[src/hw/rtl/set_assoc_lru_read_cache_top_defines.svh]
// ----------------------------------------------------------------------------
// Assertion macros for the set-associative LRU read cache
// Shared concurrent-assertion forms, sampled on the rising clock edge and
// disabled while the synchronous reset is active.
// ----------------------------------------------------------------------------
`ifndef SET_ASSOC_LRU_READ_CACHE_TOP_DEFINES_SVH
`define SET_ASSOC_LRU_READ_CACHE_TOP_DEFINES_SVH

// Consequent must hold in the same cycle as the antecedent.
`define SALA_ASSERT_SAME(lbl, clk, rst_n, ante, cons, msg) \
  lbl: assert property (@(posedge clk) disable iff (!rst_n) (ante) |-> (cons)) \
    else $error(msg);

// Consequent must hold in the cycle after the antecedent.
`define SALA_ASSERT_NEXT(lbl, clk, rst_n, ante, cons, msg) \
  lbl: assert property (@(posedge clk) disable iff (!rst_n) (ante) |=> (cons)) \
    else $error(msg);

`endif

[src/hw/rtl/sala_pkg.sv]
// ----------------------------------------------------------------------------
// sala_pkg
// Types and fixed constants shared by the set-associative LRU read cache.
// ----------------------------------------------------------------------------
package sala_pkg;

  localparam int ADDR_W  = 32;
  localparam int DEST_W  = 3;
  localparam int STAMP_W = 32;
  localparam int CNT_W   = 32;
  localparam int LOW_W   = 64;
  localparam int MID_W   = 64;
  localparam int HIGH_W  = 32;
  localparam int LINE_W  = LOW_W + MID_W + HIGH_W;

  typedef enum logic {
    REQ_READ = 1'b0,
    REQ_FILL = 1'b1
  } req_type_t;

  typedef enum logic [1:0] {
    OUT_HIT  = 2'd0,
    OUT_MISS = 2'd1,
    OUT_DONE = 2'd2
  } outcome_t;

  typedef enum logic [2:0] {
    ST_CLEAR,
    ST_IDLE,
    ST_EVAL,
    ST_LINE,
    ST_SCAN,
    ST_FILL
  } core_state_t;

  // Request as held for the whole transaction
  typedef struct packed {
    req_type_t             req_type;
    logic [DEST_W-1:0]     dest;
    logic [HIGH_W-1:0]     fill_high;
    logic [MID_W-1:0]      fill_mid;
    logic [LOW_W-1:0]      fill_low;
  } cmd_t;

  // One result transaction
  typedef struct packed {
    outcome_t              outcome;
    logic [DEST_W-1:0]     dest;
    logic [HIGH_W-1:0]     line_high;
    logic [MID_W-1:0]      line_mid;
    logic [LOW_W-1:0]      line_low;
    logic                  idle;
    logic [CNT_W-1:0]      access_total;
    logic [CNT_W-1:0]      hit_total;
  } result_t;

endpackage

[src/hw/rtl/sala_cdiv.sv]
// ----------------------------------------------------------------------------
// sala_cdiv
// Two-stage divider by a constant: reciprocal multiply, then one
// compare-and-subtract correction that also yields the remainder.
// ----------------------------------------------------------------------------
module sala_cdiv #(
  parameter int IN_W    = 32,
  parameter int DIVISOR = 3
) (
  input  logic                 clk,
  input  logic                 rst_n,
  input  logic                 valid_i,
  input  logic [IN_W-1:0]      dividend_i,
  output logic                 valid_o,
  output logic [IN_W-1:0]      quot_o,
  output logic [((DIVISOR > 1) ? $clog2(DIVISOR) : 1)-1:0] rem_o
);

  localparam int K     = $clog2(DIVISOR);
  localparam int RW    = (DIVISOR > 1) ? K : 1;
  localparam int S     = IN_W + K;
  localparam int PW    = S + 1;
  localparam int PRW   = 2 * IN_W + 1;
  localparam int EW    = ((IN_W > K + 1) ? IN_W : K + 1) + 1;
  localparam logic [PW-1:0]   POW        = PW'(1) << S;
  localparam logic [PW-1:0]   RECIP_FULL = POW / PW'(DIVISOR);
  localparam logic [IN_W:0]   RECIP      = RECIP_FULL[IN_W:0];
  localparam logic [EW-1:0]   DIV_E      = EW'(DIVISOR);

  logic            v1_r, v2_r;
  logic [IN_W-1:0] x_r, q0_r, quot_r;
  logic [RW-1:0]   rem_r;
  logic [PRW-1:0]  prod;
  logic [EW-1:0]   qd, rem_e;
  logic            fix;

  // Estimate quotient, at most one short of the true value
  assign prod = PRW'(dividend_i) * PRW'(RECIP);

  // Correct the estimate
  assign qd    = EW'(q0_r) * DIV_E;
  assign rem_e = EW'(x_r) - qd;
  assign fix   = (rem_e >= DIV_E);

  always_ff @(posedge clk) begin
    if (!rst_n) begin
      v1_r <= 1'b0;
      v2_r <= 1'b0;
    end else begin
      v1_r <= valid_i;
      v2_r <= v1_r;
    end
  end

  always_ff @(posedge clk) begin
    if (valid_i) begin
      x_r  <= dividend_i;
      q0_r <= IN_W'(prod >> S);
    end
    if (v1_r) begin
      quot_r <= q0_r + IN_W'(fix);
      rem_r  <= RW'(fix ? (rem_e - DIV_E) : rem_e);
    end
  end

  assign valid_o = v2_r;
  assign quot_o  = quot_r;
  assign rem_o   = rem_r;

endmodule

[src/hw/rtl/sala_index.sv]
// ----------------------------------------------------------------------------
// sala_index
// Address generation: forms the byte address, then derives the set number
// through a chain of constant dividers and the tag by a shift.
// ----------------------------------------------------------------------------
module sala_index #(
  parameter int LINE_BYTES = 64,
  parameter int TOTAL_SETS = 64,
  parameter int SETS_HERE  = 16,
  parameter int TAG_SHIFT  = 12,
  parameter int SET_W      = 4,
  parameter int TAG_W      = 20
) (
  input  logic                        clk,
  input  logic                        rst_n,
  input  logic                        valid_i,
  input  logic [sala_pkg::ADDR_W-1:0] base_i,
  input  logic [sala_pkg::ADDR_W-1:0] index_i,
  output logic                        valid_o,
  output logic [SET_W-1:0]            set_o,
  output logic [TAG_W-1:0]            tag_o
);

  localparam int AW      = sala_pkg::ADDR_W;
  localparam int Q1_W    = AW - ($clog2(LINE_BYTES + 1) - 1);
  localparam int MOD_W   = $clog2(TOTAL_SETS);
  localparam int DIV_RAW = TOTAL_SETS / SETS_HERE;
  localparam int DIV     = (DIV_RAW == 0) ? 1 : DIV_RAW;
  localparam int CMP_W   = ((MOD_W > SET_W) ? MOD_W : SET_W) + 1;
  localparam logic [CMP_W-1:0] SETS_C = CMP_W'(SETS_HERE);

  logic             va_r, vo_r;
  logic [AW-1:0]    addr_r;
  logic             v1, v2, v3;
  logic [AW-1:0]    q1;
  logic [Q1_W-1:0]  q2_unused_dummy;
  logic [MOD_W-1:0] r2, q3;
  logic [CMP_W-1:0] fold_in, fold;
  logic [SET_W-1:0] set_r;
  logic [TAG_W-1:0] tag_r;

  // Byte address, wrapping at the address width
  always_ff @(posedge clk) begin
    if (valid_i) begin
      addr_r <= base_i + {index_i[AW-3:0], 2'b00};
    end
  end

  // Line number
  sala_cdiv #(.IN_W(AW), .DIVISOR(LINE_BYTES)) u_div_line (
    .clk        (clk),
    .rst_n      (rst_n),
    .valid_i    (va_r),
    .dividend_i (addr_r),
    .valid_o    (v1),
    .quot_o     (q1),
    .rem_o      ()
  );

  // Line number modulo the total set count
  sala_cdiv #(.IN_W(Q1_W), .DIVISOR(TOTAL_SETS)) u_div_sets (
    .clk        (clk),
    .rst_n      (rst_n),
    .valid_i    (v1),
    .dividend_i (q1[Q1_W-1:0]),
    .valid_o    (v2),
    .quot_o     (q2_unused_dummy),
    .rem_o      (r2)
  );

  // Scale down to the sets of this bank
  sala_cdiv #(.IN_W(MOD_W), .DIVISOR(DIV)) u_div_bank (
    .clk        (clk),
    .rst_n      (rst_n),
    .valid_i    (v2),
    .dividend_i (r2),
    .valid_o    (v3),
    .quot_o     (q3),
    .rem_o      ()
  );

  // Scaled value stays below twice the bank's set count: one subtract folds it
  assign fold_in = CMP_W'(q3);
  assign fold    = (fold_in >= SETS_C) ? (fold_in - SETS_C) : fold_in;

  always_ff @(posedge clk) begin
    if (!rst_n) begin
      va_r <= 1'b0;
      vo_r <= 1'b0;
    end else begin
      va_r <= valid_i;
      vo_r <= v3 & ~(|q2_unused_dummy & 1'b0);
    end
  end

  always_ff @(posedge clk) begin
    if (v3) begin
      set_r <= SET_W'(fold);
      tag_r <= addr_r[AW-1:TAG_SHIFT];
    end
  end

  assign valid_o = vo_r;
  assign set_o   = set_r;
  assign tag_o   = tag_r;

endmodule

[config.mk]
export PLATFORM = sky130hd
export DESIGN_NAME = sala_index
export DESIGN_NICKNAME = d
export VERILOG_FILES = /design/src/hw/rtl/set_assoc_lru_read_cache_top_defines.svh /design/src/hw/rtl/sala_pkg.sv /design/src/hw/rtl/sala_cdiv.sv /design/src/hw/rtl/sala_index.sv
export SDC_FILE = /design/constraint.sdc
export NUM_CORES = 1
export LEC_CHECK = 0
export ABC_AREA = 1
export BUFFER_PORTS_ARGS = -buffer_cell sky130_fd_sc_hd__buf_2
export CAP_MARGIN = 15
export CORE_MARGIN = 2
export CORE_UTILIZATION = 25
export DETAILED_ROUTE_END_ITERATION = 8
export SLEW_MARGIN = 10
export SYNTH_ARGS = -nofsm -noshare
export SYNTH_HDL_FRONTEND = slang
export SYNTH_HIERARCHICAL = 1
export SYNTH_SLANG_ARGS = --single-unit
[constraint.sdc]
create_clock -name clk -period 1.95 [get_ports clk]
set_input_delay 0.39 -clock clk [delete_from_list [all_inputs] [get_ports clk]]
set_output_delay 0.39 -clock clk [all_outputs]
set_load 0.01 [all_outputs]
; ---- After elaboration in Yosys (flattened, before gate mapping)
; Cells that the tools add are included.
[totals]
register_bits = 215
inputBits = 67
out_inout_bits = 25
elab_cells = 34
[classes]
n_addsub = 8
magnitude_cmp = 4
mux = 2
[op_table]
columns = op, count
row1 = greater-or-equal comparator 33 x 7 -> 1 bit (second input constant), 1
row2 = subtractor 32 x 32 -> 33 bit, 1
row3 = adder 32 bit, 1
row4 = greater-or-equal comparator 27 x 7 -> 1 bit (second input constant), 1
row5 = subtractor 26 x 26 -> 27 bit, 1
row6 = adder 26 x 1 -> 26 bit, 1
row7 = greater-or-equal comparator 7 x 3 -> 1 bit (second input constant), 1
row8 = subtractor 6 x 6 -> 7 bit, 1
row9 = two-way mux 6 bit, 1
row10 = subtractor 6 x 1 -> 6 bit (second input constant), 1
row11 = adder 4 x 1 -> 5 bit, 1
row12 = greater-or-equal comparator 5 bit (second input constant), 1
row13 = two-way mux 4 bit, 1
row14 = subtractor 4 x 1 -> 4 bit (second input constant), 1

; ---- Longest topological paths before layout
; Gate-level depths: netlist of the first run.
[logic_depth]
word_depth = 3
ltp_mapped = 12
ltp_nobuf = 12

; ---- Cells and area by module
; The synthesis of the first run kept the hierarchy.
[by_module_without_submodules]
columns = mod, n_inst, cells_each, area_each_um2, seq_area_each_um2
row1 = sala_index, 1, 508, 3967.6, 1721.7
row2 = sala_cdiv (u_div_line), 1, 77, 2025.7, 1961.9
row3 = sala_cdiv (u_div_sets), 1, 65, 1665.3, 1601.5
row4 = sala_cdiv (u_div_bank), 1, 21, 434.2, 400.4

; ---- Worst setup path after synthesis of the first run
; Ideal clock, no wire load.
[synth_path]
kind = input-to-reg
start = input base_i[2] (netlist name)
end = register addr_r[16] (data pin)
setup_ns = 0.256
t_arrival_ns = 1.647
required_time_ns = 1.694
slack_ns = 0.047
cell_stages = 11
n_path_buf = 0
path_cell_list = ha_1 inv_1 fa_1 inv_1 nand3_1 nand3_1 nand2_1 a21oi_1 nor2_1 nand2_1 nand2_1
[synth_between]
elab_chain_cells = 1
[synth_lines]
columns = element, line_no
row1 = from (decl), sala_index.sv:17  ; input logic [sala_pkg::ADDR_W-1:0] base_i,
row2 = adder 32 bit, sala_index.sv:45  ; addr_r <= base_i + {index_i[AW-3:0], 2'b00};
row3 = to (signal assigned), sala_index.sv:45
row4 = to (decl), sala_index.sv:33  ; logic [AW-1:0] addr_r;
; No other way between the ends.
; A chain may end at the register's enable or synchronous reset.

; ---- Worst setup path after layout of the first run
[layout_path]
start = input base_i[2] (netlist name)
end = register addr_r[18] (data pin)
; The elaborated chain is that of the path after synthesis.

==> metrics.cfg, run 1 <==
[run_status]
status=finished clean

[cells_and_area]
multiInputGateArea_mm2=0.00187
fillers=1885
final_area_mm2=0.00589
finalNonFillerCells=908
num_antenna_cells=0
final_core_util=0.328
area_growth_pct=28.7
drive_gt1_frac=0.253
seq_area_mm2=0.00232
final_nets=771

[clocking]
numCtsBuffers=9
clock_latency_ps=320
cts_tree=yes
clk_path_buf_depth=2
root_buffer=clkbuf_16
cts_hold_buf=0
h-tree-depth=3
cts.clk_slew.worst_paths_ps=60
clock-sinks=80
post_cts_resized=0
cts_setup_buffers=0

[pwr]
p_leak_nw=2.99
power_density_mw_per_mm2=766
peakVddDrop_mv=0.485
p_total_mw=4.51

[timing]
fmax_ghz=0.581
holdWs_ps=356
final-max-slew-violation-count=0
grt_setup_unrepaired=no
timing.final.crit_share=0.882
fin_worst_skew_ps=4.57
fin_ws_ps=229
hold_viol_final=0
period_needed_ps=1720
slew_headroom=0.649
setup_viol=0
setup-tns-final_ps=0
worst_slew_pin_slew_ps=527

[drt]
dr.first_iter.drc_count=125
wl_um=9860
dr_wl_met2_um=4510
dr_wl_met3_um=302
drc_errors=0
wl_met1_um=4910
drtPass1Iterations=4
vias_per_cell=3.96
maxUsedRoutingLayer=met4
vias=3599
antenna_left=0
drt-wirelength-per-cell_um=10.9

[min_path]
worstHoldEndpoint=u_div_bank/valid_o$_SDFF_PN0_
hold_class=in -> reg
hp-start=rst_n
holdPathStages=3

[die]
die_w_um=139
ios=92
die_h_um=139
initial_core_util=0.255
rows=49
die_area_mm2=0.0194
core_mm2=0.0180

[worst_setup_path]
end_kind=flip-flop
path_max_fanout=3
timing.rr.start=u_div_bank/valid_o$_SDFF_PN0_
startpoint=base_i[2]
cp.arrival_ps=1800
r2r-end=tag_o[11]$_DFFE_PP_
crit_type=in -> reg
r2r_cells=1
rrSetupSlack_ps=1010
crit_path_start_kind=primary input
crit_required_ps=2030

[grt]
grt_pass1_vias=3438
antenna_found_initial=0
grt_max_degree=26
overflow=0
grt_util_all_layers=0.104
grt_pass1_wl_um=16000

[placement]
portBuffers=87
pre_cts_ws_ps=-121
place_area_mm2=0.00559
place_inst=892
hpwl_um=8520
gp_congestion=0.928

[flow_run]
drv_cap=0

[yosys]
synth_nets=634
synth_cells=537
ys_warn_count=6
syn_area_mm2=0.00457
syn_avg_cell_area_um2=8.52

[cell type report]
type / count / share of cell area
Clock inverter: 6 / 0.0115
Inverter: 101 / 0.0644
Multi-Input combinational cell: 356 / 0.318
Timing Repair Buffer: 126 / 0.124
Sequential cell: 80 / 0.395
Clock buffer: 10 / 0.0389
Tap cell: 229 / 0.0487
[where the power goes]
part	leakage (nW)	switching (mW)	internal [mW]
Combinational	2.12	0.493	0.357
Clock	0.139	0.630	0.997
Sequential	0.734	0.0288	2.00
Total	2.99	1.15	3.35
[per-layer routing]
| layer | GRT usage | up-vias |
|---|---|---|
| li1 | - | 1973 |
| met1 | 0.142 | 1550 |
| met2 | 0.166 | 66 |
| met3 | 0.0165 | 10 |
| met4 | 0.0393 | 0 |
| met5 | 0 | - |
[sequential cells by signal, indices dropped and copies added (netlist names), 4 cells and up]
signal / flops
addr_r: 24
set_o: 4
tag_o: 20
u_div_bank/quot_o: 4
u_div_bank/x_r: 4
u_div_line/quot_o: 4
u_div_line/x_r: 4
u_div_sets/rem_o: 4
u_div_sets/x_r: 4
[worst max-delay path: stages]
cell,delay [ps]
buf_2,80
ha_1,170
inv_1,60
fa_1,360
inv_1,90
nand3_1,70
nand3_1,130
nand2_1,100
a21oi_1,190
nor2_1,60
nand2_1,60
nand2_1,50
[cells in the final DEF (no fill, tap or decap)]
cell and count:
nand2_1 196, inv_1 99, buf_2 87, edfxtp_1 72, buf_4 39, nor2_1 35, ha_1 29, nand3_1 24
a21oi_1 20, nand2_2 11, xor2_1 9, clkbuf_16 9, dfxtp_1 8, nor2_2 5, nand3_2 5, o21bai_1 5
nand4_1 5, nor3_2 3, inv_2 2, nor2_4 2, o21bai_2 2, clkinvlp_4 2, inv_6 2, a21o_1 1
xnor2_1 1, a21oi_2 1, o21ai_0 1, fa_1 1, clkinv_2 1, clkbuf_1 1, bufinv_16 1
[worst max path at each step]
stage | depth (start not counted) | slack, ps | to
after global placement | 12 | -100 | addr_r[18]$_DFFE_PP_
after global routing | 12 | 40 | addr_r[18]$_DFFE_PP_
after CTS | 12 | 220 | addr_r[18]$_DFFE_PP_
final | 12 | 230 | addr_r[18]$_DFFE_PP_
after detailed placement | 12 | -120 | addr_r[18]$_DFFE_PP_
after floorplan | 11 | 140 | addr_r[16]$_DFFE_PP_
(Power assumes the default switching activity.)
==> run 2: changes to the inputs <==
--- a/config.mk
+++ b/config.mk
@@ -10,6 +10,7 @@
 export CAP_MARGIN = 15
 export CORE_MARGIN = 2
 export CORE_UTILIZATION = 25
+export CTS_BUF_LIST = sky130_fd_sc_hd__clkbuf_8 sky130_fd_sc_hd__clkbuf_16
 export DETAILED_ROUTE_END_ITERATION = 8
 export SLEW_MARGIN = 10
 export SYNTH_ARGS = -nofsm -noshare
==> metrics.cfg, run 2 (synthesized netlist as in run 1, its figures left out) <==
[timing]
timing.final.crit_share=0.886
worst_slew_pin_slew_ps=528
slew_headroom=0.648
fmax_ghz=0.579
setup-tns-final_ps=0
hold_viol_final=0
fin_worst_skew_ps=4.57
fin_ws_ps=222
grt_setup_unrepaired=no
holdWs_ps=356
period_needed_ps=1730
setup_viol=0
final-max-slew-violation-count=0

[clocking]
post_cts_resized=0
cts_hold_buf=0
clk_path_buf_depth=2
h-tree-depth=3
cts_tree=yes
clock-sinks=80
root_buffer=clkbuf_16
cts.clk_slew.worst_paths_ps=60
clock_latency_ps=320
cts_setup_buffers=0
numCtsBuffers=9

[cells_and_area]
final_nets=771
regMostFlops=addr_r
largest_reg_flops=24
drive_gt1_frac=0.253
final_core_util=0.328
area_growth_pct=28.7
most-common-layout-cells=196 x nand2_1, 100 x inv_1, 87 x buf_2
num_antenna_cells=0
final_area_mm2=0.00589
finalNonFillerCells=908
layout_commonest_cell=nand2_1
fillers=1885

[grt]
antenna_found_initial=0
grt_max_degree=26
grt_util_all_layers=0.104
grt_pass1_vias=3438
overflow=0
grt_pass1_wl_um=16000

[drt]
dr.first_iter.drc_count=125
vias=3605
drc_errors=0
drtPass1Iterations=4
antenna_left=0
drt-wirelength-per-cell_um=10.9
wl_um=9880
vias_per_cell=3.97

[die]
initial_core_util=0.255
die_area_mm2=0.0194
die_w_um=139
ios=92
core_mm2=0.0180
rows=49
die_h_um=139

[pwr]
p_leak_nw=3.00
power_density_mw_per_mm2=765
p_total_mw=4.50
peakVddDrop_mv=0.485

[worst_setup_path]
path_max_fanout=3
crit_path_start_kind=primary input
cp.arrival_ps=1810
crit_type=in -> reg
end_kind=flip-flop
crit_required_ps=2030

[placement]
hpwl_um=8520
portBuffers=87
pre_cts_ws_ps=-121
place_inst=892
gp_congestion=0.928
place_area_mm2=0.00559

[flow_run]
drv_cap=0

[run_status]
status=finished clean

[min_path]
hold_class=in -> reg

[run 2: cell types whose count changed in the layout (fill, tap and decap cells not counted), sizes merged]
cell / delta
inv: +1
clkbuf: -1
[run 2: worst paths after layout]
| check | start | endpoint | slack (ps) | depth (start not counted) |
|---|---|---|---|---|
| worst min-delay path | rst_n | u_div_bank/valid_o$_SDFF_PN0_ | 360 | 3 |
| worst max register to register | u_div_bank/valid_o$_SDFF_PN0_ | tag_o[11]$_DFFE_PP_ | 1010 | 1 |
| worst max-delay path | base_i[2] | addr_r[18]$_DFFE_PP_ | 220 | 12 |
| worst min register to register | addr_r[29]$_DFFE_PP_ | tag_o[17]$_DFFE_PP_ | 410 | 0 |
[run 2: per-layer routing]
metal / vias up / wire length, um / global-route usage
li1: 1971 / - / -
met1: 1556 / 4920 / 0.142
met2: 68 / 4520 / 0.166
met3: 10 / 308 / 0.0165
met4: 0 / 141 / 0.0393
met5: - / 0 / 0
[run 2: critical path, cell delays in order]
cell,delay (ps)
buf_2,80
ha_1,170
inv_1,60
fa_1,360
inv_1,90
nand3_1,70
nand3_1,140
nand2_1,100
a21oi_1,200
nor2_1,60
nand2_1,60
nand2_1,50
[run 2: report_power, final]
group          switching, mW  internal, mW
clock network          0.631         0.992
registers             0.0288          2.00
logic                  0.494         0.357
total                   1.15          3.35
[run 2: area by class of cell]
type / instances / area (um2) / share of cell area
Timing Repair Buffer: 126 / 728 / 0.124
Inverter: 101 / 379 / 0.0644
Sequential cell: 80 / 2320 / 0.395
Tap cell: 229 / 287 / 0.0487
Multi-Input combinational cell: 356 / 1870 / 0.318
Clock inverter: 7 / 71.3 / 0.0121
Clock buffer: 9 / 225 / 0.0383
